### src/rtl/crcfd_pkg.sv
// ---------------------------------------------------------------------------
// crcfd_pkg
// Shared types, constants and the CRC-8 byte update for the frame decoder.
// ---------------------------------------------------------------------------
package crcfd_pkg;

    localparam int WORD_W   = 16;
    localparam int BYTE_W   = 8;
    localparam int TDIV_W   = 15;
    localparam int WCNT_W   = 2;
    localparam int STAT_W   = 2;
    localparam int CFG_W    = 15;
    localparam int OUT_W    = 56;

    localparam logic [7:0]  CRC_INIT = 8'hFF;
    localparam logic [7:0]  CRC_POLY = 8'h31;

    localparam logic [WCNT_W-1:0] WCNT_RESET = 2'd3;
    localparam logic [TDIV_W-1:0] TDIV_RESET = 15'd200;

    // configuration register indexes
    localparam logic CFG_WORD_COUNT = 1'b0;
    localparam logic CFG_TEMP_DIV   = 1'b1;

    // result status codes
    localparam logic [STAT_W-1:0] STATUS_OK   = 2'd0;
    localparam logic [STAT_W-1:0] STATUS_CRC  = 2'd1;
    localparam logic [STAT_W-1:0] STATUS_ZERO = 2'd2;

    typedef struct packed {
        logic                     start;
        logic signed [WORD_W-1:0] num;
        logic signed [WORD_W-1:0] den;
    } div_req_t;

    typedef struct packed {
        logic                     done;
        logic signed [WORD_W-1:0] quo;
    } div_rsp_t;

    function automatic logic [7:0] crc8_byte(input logic [7:0] crc, input logic [7:0] b);
        logic [7:0] c;
        c = crc ^ b;
        for (int i = 0; i < 8; i++)
        begin
            if (c[7])
                c = {c[6:0], 1'b0} ^ CRC_POLY;
            else
                c = {c[6:0], 1'b0};
        end
        return c;
    endfunction

endpackage

### src/rtl/crcfd_div.sv
// ---------------------------------------------------------------------------
// crcfd_div
// Radix-2 restoring signed divider, one quotient bit per cycle, truncating,
// with the single overflow case saturated to the largest positive value.
// ---------------------------------------------------------------------------
module crcfd_div (
    input  logic               clk,
    input  logic               rst_n,
    input  crcfd_pkg::div_req_t req,
    output crcfd_pkg::div_rsp_t rsp
);
    import crcfd_pkg::*;

    logic [WORD_W-1:0] rem_reg;
    logic [WORD_W-1:0] quo_reg;
    logic [WORD_W-1:0] den_reg;
    logic [4:0]        cnt_reg;
    logic              neg_reg;
    logic              busy_reg;
    logic              done_reg;

    logic [WORD_W:0]   rem_sh;
    logic [WORD_W+1:0] diff;
    logic [WORD_W-1:0] num_mag;
    logic [WORD_W-1:0] den_mag;

    assign num_mag = req.num[WORD_W-1] ? WORD_W'(-req.num) : WORD_W'(req.num);
    assign den_mag = req.den[WORD_W-1] ? WORD_W'(-req.den) : WORD_W'(req.den);
    assign rem_sh  = {rem_reg, quo_reg[WORD_W-1]};
    assign diff    = {1'b0, rem_sh} - {2'b00, den_reg};

    always_ff @(posedge clk or negedge rst_n)
    begin
        if (!rst_n)
        begin
            busy_reg <= 1'b0;
            done_reg <= 1'b0;
            cnt_reg  <= '0;
        end
        else
        begin
            // pulse done after the last quotient step
            done_reg <= busy_reg && !req.start && (cnt_reg == 5'd1);
            if (req.start)
            begin
                busy_reg <= 1'b1;
                cnt_reg  <= 5'(WORD_W);
            end
            else if (busy_reg)
            begin
                cnt_reg <= cnt_reg - 5'd1;
                if (cnt_reg == 5'd1)
                    busy_reg <= 1'b0;
            end
        end
    end

    always_ff @(posedge clk)
    begin
        if (req.start)
        begin
            rem_reg <= '0;
            quo_reg <= num_mag;
            den_reg <= den_mag;
            neg_reg <= req.num[WORD_W-1] ^ req.den[WORD_W-1];
        end
        else if (busy_reg)
        begin
            // restore when the trial subtract borrows
            if (!diff[WORD_W+1])
            begin
                rem_reg <= diff[WORD_W-1:0];
                quo_reg <= {quo_reg[WORD_W-2:0], 1'b1};
            end
            else
            begin
                rem_reg <= rem_sh[WORD_W-1:0];
                quo_reg <= {quo_reg[WORD_W-2:0], 1'b0};
            end
        end
    end

    always_comb
    begin
        rsp.done = done_reg;
        if (neg_reg)
            rsp.quo = -$signed(quo_reg);
        else if (quo_reg[WORD_W-1])
            rsp.quo = {1'b0, {(WORD_W-1){1'b1}}};
        else
            rsp.quo = $signed(quo_reg);
    end

endmodule

### src/rtl/crc_checked_sensor_frame_decoder.sv
// ---------------------------------------------------------------------------
// crc_checked_sensor_frame_decoder
// Byte-stream decoder for CRC-8 protected sensor frames with scaled outputs.
// ---------------------------------------------------------------------------
// Bytes enter on the slave stream, one per beat, with tuser marking the first
// byte of a frame. Each word is two big-endian bytes plus a CRC-8 byte
// (poly 0x31, init 0xFF); a frame carries word_count words: pressure,
// temperature, scale. The input stalls only after the last byte of a frame,
// which starts the result: temperature (frames of two or three words) and
// pressure go through one shared radix-2 divider of 16 steps each, and the
// input stays stalled until the result is in the output register; a bad-CRC
// frame skips the divider. One result beat goes out per complete frame; the
// output register lets the next frame stream in while the result waits.
module crc_checked_sensor_frame_decoder (
    input  logic                          clk,
    input  logic                          rst_n,
    input  logic                          s_tvalid,
    output logic                          s_tready,
    input  logic [crcfd_pkg::BYTE_W-1:0]  s_tdata,   // [7:0] data_byte
    input  logic                          s_tuser,   // [0] frame_start
    output logic                          m_tvalid,
    input  logic                          m_tready,
    // [15:0] pressure_value, [31:16] temperature_value, [47:32] scale_factor,
    // [49:48] status, [55:50] zero
    output logic [crcfd_pkg::OUT_W-1:0]   m_tdata,
    input  logic                          cfg_we,
    input  logic                          cfg_addr,
    input  logic [crcfd_pkg::CFG_W-1:0]   cfg_wdata
);
    import crcfd_pkg::*;

    typedef enum logic [4:0] {
        ST_IDLE = 5'b00001,
        ST_TDIV = 5'b00010,
        ST_PCHK = 5'b00100,
        ST_PDIV = 5'b01000,
        ST_HOLD = 5'b10000
    } state_t;

    localparam logic [1:0] SUB_HI  = 2'd0;
    localparam logic [1:0] SUB_LO  = 2'd1;
    localparam logic [1:0] SUB_CRC = 2'd2;

    state_t            state_reg;
    logic [1:0]        sub_reg;
    logic [1:0]        widx_reg;
    logic [7:0]        crc_reg;
    logic              fail_reg;
    logic              go_reg;
    logic [WCNT_W-1:0] wcnt_reg;
    logic [TDIV_W-1:0] tdiv_reg;

    logic [7:0]        high_reg;
    logic [WORD_W-1:0] raw_p_reg;
    logic [WORD_W-1:0] raw_t_reg;
    logic [WORD_W-1:0] raw_s_reg;
    logic [WORD_W-1:0] held_s_reg;
    logic [WORD_W-1:0] held_t_reg;
    logic [WORD_W-1:0] res_p_reg;
    logic [STAT_W-1:0] res_st_reg;

    logic              out_valid_reg;
    logic [OUT_W-1:0]  out_data_reg;

    logic              accept;
    logic [1:0]        sub_cur;
    logic [1:0]        widx_cur;
    logic [7:0]        crc_cur;
    logic              fail_cur;
    logic [7:0]        crc_new;
    logic              frame_bad;
    logic [WCNT_W-1:0] words;
    logic [TDIV_W-1:0] tdiv_eff;
    logic              out_load;

    div_req_t          div_req;
    div_rsp_t          div_rsp;

    assign s_tready = (state_reg == ST_IDLE);
    assign accept   = s_tvalid & s_tready;

    // frame_start restarts position, CRC and error flag on this byte
    assign sub_cur   = s_tuser ? SUB_HI   : sub_reg;
    assign widx_cur  = s_tuser ? 2'd0     : widx_reg;
    assign crc_cur   = s_tuser ? CRC_INIT : crc_reg;
    assign fail_cur  = s_tuser ? 1'b0     : fail_reg;
    assign crc_new   = crc8_byte(crc_cur, s_tdata);
    assign frame_bad = fail_cur | (s_tdata != crc_cur);
    assign words     = (wcnt_reg == '0) ? WCNT_W'(1) : wcnt_reg;
    assign tdiv_eff  = (tdiv_reg == '0) ? TDIV_W'(1) : tdiv_reg;

    assign out_load = (state_reg == ST_HOLD) && (!out_valid_reg || m_tready);

    always_comb
    begin
        div_req.start = go_reg;
        if (state_reg == ST_TDIV)
        begin
            div_req.num = $signed(raw_t_reg);
            div_req.den = $signed({1'b0, tdiv_eff});
        end
        else
        begin
            div_req.num = $signed(raw_p_reg);
            div_req.den = $signed(held_s_reg);
        end
    end

    crcfd_div u_div (
        .clk   (clk),
        .rst_n (rst_n),
        .req   (div_req),
        .rsp   (div_rsp)
    );

    always_ff @(posedge clk or negedge rst_n)
    begin
        if (!rst_n)
        begin
            wcnt_reg <= WCNT_RESET;
            tdiv_reg <= TDIV_RESET;
        end
        else if (cfg_we)
        begin
            case (cfg_addr)
                CFG_WORD_COUNT: wcnt_reg <= cfg_wdata[WCNT_W-1:0];
                CFG_TEMP_DIV:   tdiv_reg <= cfg_wdata[TDIV_W-1:0];
                default:        ;
            endcase
        end
    end

    always_ff @(posedge clk or negedge rst_n)
    begin
        if (!rst_n)
        begin
            state_reg  <= ST_IDLE;
            sub_reg    <= SUB_HI;
            widx_reg   <= 2'd0;
            crc_reg    <= CRC_INIT;
            fail_reg   <= 1'b0;
            go_reg     <= 1'b0;
            held_s_reg <= '0;
            held_t_reg <= '0;
        end
        else
        begin
            case (state_reg)
                ST_IDLE:
                begin
                    if (accept)
                    begin
                        case (sub_cur)
                            SUB_HI:
                            begin
                                crc_reg  <= crc_new;
                                sub_reg  <= SUB_LO;
                                widx_reg <= widx_cur;
                                fail_reg <= fail_cur;
                            end
                            SUB_LO:
                            begin
                                crc_reg  <= crc_new;
                                sub_reg  <= SUB_CRC;
                                widx_reg <= widx_cur;
                                fail_reg <= fail_cur;
                            end
                            default:
                            begin
                                crc_reg <= CRC_INIT;
                                sub_reg <= SUB_HI;
                                if ({1'b0, widx_cur} + 3'd1 < {1'b0, words})
                                begin
                                    widx_reg <= widx_cur + 2'd1;
                                    fail_reg <= frame_bad;
                                end
                                else
                                begin
                                    // frame complete
                                    widx_reg <= 2'd0;
                                    fail_reg <= 1'b0;
                                    if (frame_bad)
                                        state_reg <= ST_HOLD;
                                    else
                                    begin
                                        if (words == 2'd3)
                                            held_s_reg <= raw_s_reg;
                                        if (words inside {2'd2, 2'd3})
                                        begin
                                            state_reg <= ST_TDIV;
                                            go_reg    <= 1'b1;
                                        end
                                        else
                                            state_reg <= ST_PCHK;
                                    end
                                end
                            end
                        endcase
                    end
                end
                ST_TDIV:
                begin
                    go_reg <= 1'b0;
                    if (div_rsp.done)
                    begin
                        held_t_reg <= div_rsp.quo;
                        state_reg  <= ST_PCHK;
                    end
                end
                ST_PCHK:
                begin
                    if (held_s_reg == '0)
                        state_reg <= ST_HOLD;
                    else
                    begin
                        state_reg <= ST_PDIV;
                        go_reg    <= 1'b1;
                    end
                end
                ST_PDIV:
                begin
                    go_reg <= 1'b0;
                    if (div_rsp.done)
                        state_reg <= ST_HOLD;
                end
                ST_HOLD:
                begin
                    if (out_load)
                        state_reg <= ST_IDLE;
                end
                default:
                begin
                    state_reg <= ST_IDLE;
                    go_reg    <= 1'b0;
                end
            endcase
        end
    end

    // datapath registers without reset
    always_ff @(posedge clk)
    begin
        if (accept)
        begin
            if (sub_cur == SUB_HI)
                high_reg <= s_tdata;
            else if (sub_cur == SUB_LO)
            begin
                case (widx_cur)
                    2'd0:    raw_p_reg <= {high_reg, s_tdata};
                    2'd1:    raw_t_reg <= {high_reg, s_tdata};
                    default: raw_s_reg <= {high_reg, s_tdata};
                endcase
            end
            else if (frame_bad)
            begin
                res_p_reg  <= '0;
                res_st_reg <= STATUS_CRC;
            end
        end
        if (state_reg == ST_PCHK && held_s_reg == '0)
        begin
            res_p_reg  <= '0;
            res_st_reg <= STATUS_ZERO;
        end
        if (state_reg == ST_PDIV && div_rsp.done)
        begin
            res_p_reg  <= div_rsp.quo;
            res_st_reg <= STATUS_OK;
        end
        if (out_load)
            out_data_reg <= {{(OUT_W-3*WORD_W-STAT_W){1'b0}}, res_st_reg,
                             held_s_reg, held_t_reg, res_p_reg};
    end

    always_ff @(posedge clk or negedge rst_n)
    begin
        if (!rst_n)
            out_valid_reg <= 1'b0;
        else if (out_load)
            out_valid_reg <= 1'b1;
        else if (m_tready)
            out_valid_reg <= 1'b0;
    end

    assign m_tvalid = out_valid_reg;
    assign m_tdata  = out_data_reg;

endmodule

### config.mk
export PLATFORM = sky130hd
export DESIGN_NAME = crc_checked_sensor_frame_decoder
export DESIGN_NICKNAME = d
export VERILOG_FILES = /design/src/rtl/crcfd_pkg.sv /design/src/rtl/crcfd_div.sv /design/src/rtl/crc_checked_sensor_frame_decoder.sv
export SDC_FILE = /design/constraint.sdc
export NUM_CORES = 1
export LEC_CHECK = 0
export BUFFER_PORTS_ARGS = -buffer_cell sky130_fd_sc_hd__buf_4
export CORE_ASPECT_RATIO = 0.5
export CORE_MARGIN = 5
export CORE_UTILIZATION = 60
export DETAILED_ROUTE_END_ITERATION = 8
export PLACE_DENSITY = 0.79
export SYNTH_ARGS = -nofsm -noshare
export SYNTH_HDL_FRONTEND = slang
export SYNTH_SLANG_ARGS = --single-unit
export TNS_END_PERCENT = 10
### constraint.sdc
create_clock -name clk -period 7.8 [get_ports clk]
set_input_delay 0.39 -clock clk [delete_from_list [all_inputs] [get_ports clk]]
set_output_delay 0.39 -clock clk [all_outputs]
set_load 0.01 [all_outputs]
==> impl_metrics.env, run 1 <==
export IMPL_min_path_type="in2async"
export IMPL_clk_pin_slew_worst_paths_ns=0.07
export IMPL_cts_hold_buf=0
export IMPL_worstSetupPathType="reg2reg"
export IMPL_rsz0062_at_grt="false"
export IMPL_antennaDiodeCount=0
export IMPL_die_h_um=110.5
export IMPL_yosysWarnings=0
export IMPL_dp_cells=1340
export IMPL_cts_tree="done"
export IMPL_drive_gt1_share_pct=18.76
export IMPL_synth_cell_types=79
export IMPL_htreeDepth=1
export IMPL_fin_crit_sh_pct=43.43
export IMPL_cp_required_ns=8.05
export IMPL_drt_iter0_drc=853
export IMPL_drt_wl_total_um=27200
export IMPL_syn_inst=1035
export IMPL_hold_violations=0
export IMPL_clock_latency_ns=0.52
export IMPL_die_area_sq_um=23320
export IMPL_fmax_mhz=295.2
export IMPL_cts_sinks=249
export IMPL_drv_slew=0
export IMPL_avgSynthCellArea_sq_um=11.71
export IMPL_grt_pass1_wl_um=43930
export IMPL_rows=36
export IMPL_cts_buffers=22
export IMPL_synth_async_reset_ratio_pct=30.52
export IMPL_power_leakage_nw=5.392
export IMPL_place_gp_congestion=0.9185
export IMPL_cts_resized=0
export IMPL_routedWlPerCell_um=19.71
export IMPL_antenna_left=0
export IMPL_coreArea_sq_um=19640
export IMPL_ys_ff_latch=249
export IMPL_grt_usage_pct=23.27
export IMPL_critPathMaxFanout=37
export IMPL_fin_nets=1154
export IMPL_via_count=8392
export IMPL_hold_slack_ns=0.05698
export IMPL_globalRouteOverflowTotal=0
export IMPL_maxCapViolations=0
export IMPL_via_per_inst=6.081
export IMPL_cts_root_buffer="clkbuf_16"
export IMPL_route_detailed_drc=0
export IMPL_synth_edf_count=155
export IMPL_grt_max_degree=77
export IMPL_cts_setup_buffers=0
export IMPL_die_w_um=211
export IMPL_cp_arrival_ns=3.64
export IMPL_antenna_found_initial=0
export IMPL_start_util_pct=61.72
export IMPL_finalClockSkew_ns=0.01496
export IMPL_min_period_ns=3.387
export IMPL_synth_ff_type="edfxtp_1"
export IMPL_final_setup_tns_ns=0
export IMPL_largest_register_ff_count=50
export IMPL_layoutNonFillerInstCount=1380
export IMPL_nFillCells=1399
export IMPL_grt_pass1_vias=7918
export IMPL_cellPowerDensity_nw_per_um2=196.0
export IMPL_status="complete, no violations"
export IMPL_clock_path_buffers=3
export IMPL_ir_drop_v=0.0001506
export IMPL_dp_hpwl_um=19000
export IMPL_slew_headroom_pct=16.13
export IMPL_setup_viol=0
export IMPL_cp_start_kind="flop"
export IMPL_critPathCaptureType="flop"
export IMPL_ys_seq_area_share_pct=57.21
export IMPL_dr_pass1_iters=6
export IMPL_portBuffers=81
export IMPL_area_growth_pct=12.89
export IMPL_io_pins=88
export IMPL_syn_area_sq_um=12120
export IMPL_worst_pin_slew_ns=1.249
==> kinds of logic after synthesis <==
kind of cell / count (synthesis) / share of synthesized area [%]
AND/OR/NAND/NOR: 311 / 13.32
flip-flops: 249 / 57.21
AO/OA/AOI/OAI: 234 / 12.85
buffers and inverters: 89 / 3.221
XOR/XNOR: 63 / 4.666
multiplexers: 62 / 5.894
adder cells (fa/ha/maj): 26 / 2.808
other: 1 / 0.03094
==> power breakdown <==
part / switching [mW] / internal (mW)
Combinational: 0.0452 / 0.0384
Clock: 0.465 / 0.713
Sequential: 0.0142 / 1.41
==> metal layers <==
metal / up-vias / GRT usage [%] / share of wire [%]
met3: 36 / 5.382 / 8.7
met1: 4065 / 36.86 / 46
met4: 0 / 4.273 / 1.6
li1: 3969 / - / -
met5: - / 0 / 0
met2: 322 / 33.09 / 43
==> final timing paths <==
kind,start,to,slack (ns),depth (start not counted)
min,rst_n,tdiv_reg[0],0.06,1
min reg2reg,res_p_reg[9],m_tdata[9],0.42,0
min in group clk,cfg_wdata[11],tdiv_reg[11],0.11,2
max,state_reg[3],u_div.den_reg[12],4.41,10
max reg2reg,state_reg[3],u_div.den_reg[12],4.41,10
max in group asynchronous,rst_n,go_reg,7.02,1
==> metrics by stage <==
step	utilization, %	power (mW)	area (sq um)	setup WS, ns
global route	69.67	2.768	13680	4.162
CTS	69.67	2.697	13680	4.443
floorplan	-	1.493	12140	4.040
global placement	65.66	1.527	12890	4.419
detailed placement	65.66	1.531	12890	4.274
finish	69.67	2.682	13680	4.413
==> Yosys cell counts (11+ instances only) <==
cell type,instances,area [sq um]
a21o_1,12,90.09
mux2_2,35,394.1
dfxtp_1,18,360.4
edfxtp_1,155,4654
nor3_1,24,120.1
nand2b_1,14,87.58
a31oi_1,14,87.58
o21ai_0,62,310.3
dfstp_2,14,367.9
inv_1,35,131.4
xnor2_1,35,306.5
nand3_1,18,90.09
a21oi_1,48,240.2
nand2_1,85,319.1
nor2_1,69,259.0
clkbuf_1,36,135.1
nor2b_1,12,75.07
nor4_1,15,93.84
xor2_1,27,236.5
ha_1,24,300.3
dfrtp_1,62,1551
and2_1,11,68.82
mux2i_1,17,170.2
==> area by class of cell <==
type / instances / area (sq um) / share of cell area [%]
multi-input combinational: 702 / 4835 / 35.33
inverter: 35 / 131.4 / 0.9601
timing repair buffer: 88 / 660.6 / 4.828
tap: 266 / 332.8 / 2.432
clock inverter: 6 / 131.4 / 0.9601
sequential: 249 / 6935 / 50.69
clock buffer: 34 / 656.9 / 4.801
==> cells in the final DEF, fill, tap and decap left out, types with 18 or more instances in the layout <==
master / count
xnor2_1: 35
nand3_1: 18
o21ai_0: 62
ha_1: 24
buf_4: 88
dfxtp_1: 18
edfxtp_1: 155
dfrtp_1: 61
xor2_1: 27
nor2_1: 69
nor3_1: 24
clkbuf_16: 23
mux2_2: 35
inv_1: 35
a21oi_1: 48
nand2_1: 85
==> worst max-delay path: stages, from the launching register on <==
cell       delay, ns
dfrtp_1         0.44
or3_4           0.50
nor2_4          0.43
buf_4           0.43
a2bb2oi_2       0.39
inv_1           0.08
ha_1            0.25
o21ai_0         0.17
o21ai_0         0.16
xor2_1          0.18
o21ai_0         0.09
No activity file was read; power rests on OpenSTA's default activity.
==> inputs of run 2 (changes only) <==
--- a/config.mk
+++ b/config.mk
@@ -8,9 +8,9 @@
 export BUFFER_PORTS_ARGS = -buffer_cell sky130_fd_sc_hd__buf_4
 export CORE_ASPECT_RATIO = 0.5
 export CORE_MARGIN = 5
-export CORE_UTILIZATION = 60
+export CORE_UTILIZATION = 55
 export DETAILED_ROUTE_END_ITERATION = 8
-export PLACE_DENSITY = 0.79
+export PLACE_DENSITY = 0.77
 export SYNTH_ARGS = -nofsm -noshare
 export SYNTH_HDL_FRONTEND = slang
 export SYNTH_SLANG_ARGS = --single-unit
==> constraint.sdc (replaced) <==
create_clock -name clk -period 2.85 [get_ports clk]
set_input_delay 0.1425 -clock clk [delete_from_list [all_inputs] [get_ports clk]]
set_output_delay 0.1425 -clock clk [all_outputs]
set_load 0.01 [all_outputs]
==> run 2 against run 1 <==
  * Utilization is 4.1 points lower
  * Final cell count is 6.7% higher
  * Combinational power grew to 3.2 times the previous value
  * Sequential power grew to 2.7 times the previous value
  * Total power grew to 2.7 times the previous value
  * Maximum frequency is 23% higher
  * Critical path depth stayed put
  * Sequential share of layout area is 1.9 points lower
  * Routed wire length is 3.0% higher
  * Clock skew is 0.0019 ns lower
  * Global-route usage is 0.73 points lower
  * Register-to-register slack worse by 4.3 ns
  * Critical endpoint is now u_div.den_reg[10]
==> impl_metrics.env, run 2 (synthesis gave the netlist of run 1 again) <==
export IMPL_via_count=8625
export IMPL_drt_wl_total_um=28010
export IMPL_grt_pass1_vias=8315
export IMPL_drv_slew=0
export IMPL_globalRouteOverflowTotal=0
export IMPL_final_cell_mix="155 x edfxtp_1, 117 x buf_4, 85 x nand2_1"
export IMPL_fin_nets=1212
export IMPL_start_util_pct=55.90
export IMPL_grt_max_degree=77
export IMPL_slowest_stage="or3_4"
export IMPL_area_growth_pct=17.31
export IMPL_worstRegToRegCells=10
export IMPL_routedWlPerCell_um=19.03
export IMPL_route_detailed_drc=0
export IMPL_dp_hpwl_um=19860
export IMPL_critPathCaptureType="flop"
export IMPL_hold_depth=4
export IMPL_cts_sinks=249
export IMPL_slew_headroom_pct=30.15
export IMPL_drive_gt1_share_pct=20.90
export IMPL_io_pins=88
export IMPL_largest_register_ff_count=50
export IMPL_fmax_mhz=364.2
export IMPL_htreeDepth=1
export IMPL_worstSetupPathType="reg2reg"
export IMPL_final_common_cell="edfxtp_1"
export IMPL_rr_startpoint="state_reg[3]"
export IMPL_hold_violations=0
export IMPL_setup_viol=0
export IMPL_place_gp_congestion=0.9122
export IMPL_r2r_end="u_div.den_reg[10]"
export IMPL_crit_chain="or3_4, nor2_4, buf_4, a2bb2oi_2, inv_1, ha_1, o21ai_0, o31ai_1, xor2_1, o21ai_0"
export IMPL_drt_iter0_drc=992
export IMPL_die_area_sq_um=25290
export IMPL_coreArea_sq_um=21680
export IMPL_dr_pass1_iters=5
export IMPL_reg2reg_slack_ns=0.10
export IMPL_die_w_um=219.9
export IMPL_min_path_type="in2reg"
export IMPL_antenna_left=0
export IMPL_hold_end="state_reg[4]"
export IMPL_cts_root_buffer="clkbuf_16"
export IMPL_grt_usage_pct=22.54
export IMPL_cts_buffers=22
export IMPL_slowest_delay_ns=0.49
export IMPL_cp_required_ns=3.17
export IMPL_portBuffers=81
export IMPL_cts_tree="done"
export IMPL_clock_path_buffers=3
export IMPL_cellPowerDensity_nw_per_um2=507.2
export IMPL_clk_pin_slew_worst_paths_ns=0.07
export IMPL_crit_path_frequent_cell="o21ai_0"
export IMPL_ir_drop_v=0.0003796
export IMPL_worst_pin_slew_ns=1.048
export IMPL_fin_crit_sh_pct=96.35
export IMPL_via_per_inst=5.859
export IMPL_status="complete, no violations"
export IMPL_final_util_pct=65.58
export IMPL_grt_pass1_wl_um=45460
export IMPL_cp_arrival_ns=3.06
export IMPL_maxCapViolations=0
export IMPL_critPathMaxFanout=11
export IMPL_final_setup_tns_ns=0
export IMPL_finalClockSkew_ns=0.01306
export IMPL_min_period_ns=2.746
export IMPL_rows=38
export IMPL_hold_start="m_tready"
export IMPL_clock_latency_ns=0.51
export IMPL_die_h_um=115.0
export IMPL_antennaDiodeCount=0
export IMPL_cp_start_kind="flop"
export IMPL_power_leakage_nw=5.659
export IMPL_antenna_found_initial=0
run 2: per-stage QoR:
step           area, sq um  cells  hold WS (ns)  setup slack, ns  total power, mW
2_1_floorplan        12150   1040       -0.1531          -0.7510            4.087
3_3_place_gp         13180   1405        0.3681           0.2220            4.177
3_5_place_dp         13180   1405        0.3828          0.09181            4.190
4_1_cts              14200   1472       0.02481           0.1039            7.259
5_1_grt              14220   1472       0.05884         -0.01131            7.452
6_report             14220   1472       0.04307           0.1041            7.211
run 2: worst max-delay path, delay by kind of cell (launching register included):
family          cells  cell delay (ns)
compound gates      4             0.71
xor+xnor            1             0.17
fa+ha+maj           1             0.23
buf+inv             2             0.23
flops               1             0.44
simple gates        2             0.75
run 2: cell type report:
cell class | count | area [sq um]
timing repair buffer | 146 | 1180
tap | 300 | 375.4
clock buffer | 31 | 625.6
inverter | 35 | 131.4
sequential | 249 | 6935
fill | 1595 | 7462
clock inverter | 9 | 118.9
multi-input combinational | 702 | 4852
run 2: where the power goes:
group	switching [mW]	internal, mW	leakage [nW]
Clock	1.26	1.81	0.368
Combinational	0.132	0.133	2.75
Sequential	0.0341	3.85	2.54
run 2: timing repair:
item	4_1_cts	5_1_grt
gates resized for setup	0	5
setup endpoints to repair	0	24
setup buffers	0	0
hold buffers	27	0
endpoints found under the hold margin	113	0
run 2: metal layers:
layer | routed length, um | global-route usage, %
met1 | 12610 | 33.23
met2 | 12870 | 35.89
met3 | 2086 | 3.815
met4 | 440 | 4.612
met5 | 0 | 0
run 2: worst max path at each step:
stage | endpoint | cells after the start | slack (ns) | start
global route | u_div.rem_reg[14] | 10 | -0.01 | u_div.quo_reg[15]
global placement | u_div.den_reg[10] | 10 | 0.22 | state_reg[3]
CTS | held_s_reg[1] | 11 | 0.10 | s_tuser
finish | u_div.den_reg[10] | 10 | 0.10 | state_reg[3]
detailed placement | u_div.quo_reg[14] | 7 | 0.09 | state_reg[3]
floorplan | raw_s_reg[0] | 5 | -0.75 | state_reg[3]
==> inputs of run 3 (changes only) <==
--- a/config.mk
+++ b/config.mk
@@ -7,7 +7,7 @@
 export LEC_CHECK = 0
 export BUFFER_PORTS_ARGS = -buffer_cell sky130_fd_sc_hd__buf_4
 export CORE_ASPECT_RATIO = 0.5
-export CORE_MARGIN = 5
+export CORE_MARGIN = 4
 export CORE_UTILIZATION = 55
 export DETAILED_ROUTE_END_ITERATION = 8
 export PLACE_DENSITY = 0.77
==> run 3 against run 2 <==
  * First-iteration DRC count decreased by 4.9%
  * Die area fell by 2.6%
  * Total power is 0.96% higher
  * Routed wire length shrank 0.42%
  * Count of clock-buffer cells in the layout fell by 3
  * Setup slack improved by 0.029 ns
  * Largest cell class unchanged
  * Highest routed layer unchanged
==> impl_metrics.env, run 3 (synthesis gave the netlist of run 1 again) <==
export IMPL_reg2reg_slack_ns=0.16
export IMPL_power_leakage_nw=5.701
export IMPL_layoutNonFillerInstCount=1481
export IMPL_dp_cells=1409
export IMPL_min_period_ns=2.717
export IMPL_place_gp_congestion=0.8950
export IMPL_routedWlPerCell_um=18.83
export IMPL_cp_required_ns=3.24
export IMPL_route_detailed_drc=0
export IMPL_crit_start="s_tuser"
export IMPL_rr_startpoint="state_reg[3]"
export IMPL_grt_max_degree=77
export IMPL_slew_headroom_pct=30.48
export IMPL_cts_sinks=249
export IMPL_pwr_share_seq_pct=53.3
export IMPL_via_count=8756
export IMPL_rsz0062_at_grt="true"
export IMPL_critPathCaptureType="flop"
export IMPL_grt_pass1_vias=8241
export IMPL_cp_start_kind="primary input"
export IMPL_hold_slack_ns=0.06281
export IMPL_fmax_mhz=368.1
export IMPL_setup_viol=0
export IMPL_clock_path_buffers=3
export IMPL_clk_pin_slew_worst_paths_ns=0.07
export IMPL_p_int_mw=5.800
export IMPL_cts_root_buffer="clkbuf_16"
export IMPL_grt_usage_pct=22.77
export IMPL_drt_iter0_drc=943
export IMPL_power_switching_mw=1.481
export IMPL_antenna_found_initial=0
export IMPL_area_growth_pct=18.14
export IMPL_hold_start="cfg_addr"
export IMPL_final_cell_mix="155 x edfxtp_1, 124 x buf_4, 85 x nand2_1"
export IMPL_swShare_pct=20.34
export IMPL_min_path_type="in2reg"
export IMPL_io_pins=88
export IMPL_cp_arrival_ns=3.10
export IMPL_hold_violations=0
export IMPL_drv_slew=0
export IMPL_htreeDepth=1
export IMPL_die_w_um=217.9
export IMPL_regArea_sq_um=6935
export IMPL_cts_buffers=23
export IMPL_antenna_left=0
export IMPL_cts_tree="done"
export IMPL_finalClockSkew_ns=0.01173
export IMPL_worstSetupPathType="in2reg"
export IMPL_coreArea_sq_um=21680
export IMPL_maxCapViolations=0
export IMPL_drive_gt1_share_pct=21.68
export IMPL_start_util_pct=55.90
export IMPL_die_h_um=113.0
export IMPL_fin_nets=1221
export IMPL_drt_wl_total_um=27890
export IMPL_portBuffers=81
export IMPL_cellPowerDensity_nw_per_um2=508.5
export IMPL_ir_drop_v=0.0004022
export IMPL_dr_pass1_iters=6
export IMPL_nFillCells=1601
export IMPL_final_common_cell="edfxtp_1"
export IMPL_dp_hpwl_um=19700
export IMPL_critPathMaxFanout=16
export IMPL_clockPowerShare_pct=43.0
export IMPL_fin_crit_sh_pct=95.32
export IMPL_globalRouteOverflowTotal=0
export IMPL_status="complete, no violations"
export IMPL_antennaDiodeCount=0
export IMPL_p_comb_share_pct=3.7
export IMPL_clock_latency_ns=0.51
export IMPL_grt_pass1_wl_um=45330
export IMPL_largest_register_ff_count=50
export IMPL_via_per_inst=5.912
export IMPL_multi_input_area_sq_um=4848
export IMPL_rows=38
export IMPL_die_area_sq_um=24620
export IMPL_worst_pin_slew_ns=1.043
==> run 3: cell count changes in the layout (fill, tap and decap cells not counted), moves of 2 or more <==
cell,before,now
clkbuf_1,6,3
clkinvlp_4,0,3
buf_4,117,124
buf_12,1,3
==> run 3: repair_timing <==
action,CTS,global route
gates resized for setup,0,4
setup buffers,0,4
hold buffers,27,0
hold endpoints to repair,113,0
setup endpoints to repair,0,52
==> run 3: metrics by stage <==
stage	TNS, ns	setup WS (ns)	utilization, %	area, sq um	power (mW)
finish	0	0.1335	66.04	14320	7.281
CTS	0	0.06667	65.84	14270	7.325
detailed placement	0	0.08308	61.06	13240	4.190
floorplan	-15.11	-0.7510	-	12150	4.087
global route	-0.0003983	-0.0003983	66.04	14320	7.528
global placement	0	0.1600	61.06	13240	4.179
==> run 3: cell type report <==
cell class                 count  share of cell area (%)
clock buffer                  28                   4.290
clock inverter                13                   1.066
sequential                   249                   48.44
multi-input combinational    702                   33.86
inverter                      35                  0.9175
timing repair buffer         154                   8.808
tap                          300                   2.621
==> run 3: power groups by stage <==
stage | Clock [mW] | Combinational [mW] | Sequential (mW)
global route | 3.35 | 0.297 | 3.88
finish | 3.13 | 0.270 | 3.88
floorplan | 0 | 0.144 | 3.94
CTS | 3.18 | 0.269 | 3.88
detailed placement | 0 | 0.235 | 3.95
global placement | 0 | 0.225 | 3.95
==> run 3: worst paths after layout <==
check | endpoint | cells past startpoint
worst max-delay path | held_s_reg[14] | 11
worst min-delay path | wcnt_reg[0] | 3
worst max register to register | u_div.quo_reg[14] | 7
worst min register to register | m_tdata[1] | 0
max in group asynchronous | go_reg | 2
min in group asynchronous | held_t_reg[9] | 2
==> run 3: layer usage <==
layer	up-vias	GRT usage, %	part of all wire, %
met1	4248	34.73	46
met4	0	4.712	2.0
met3	51	3.381	6.4
met2	366	35.20	45
met5	-	0	0
li1	4091	-	-
==> run 3: worst max-delay path, cell delays in order <==
cell,delay (ns)
dlygate4sd3_1,0.54
buf_4,0.20
nand2b_1,0.23
inv_1,0.11
fa_1,0.51
nand2b_1,0.06
a21oi_1,0.17
o211ai_1,0.19
nor4_4,0.24
buf_4,0.32
mux2_2,0.38
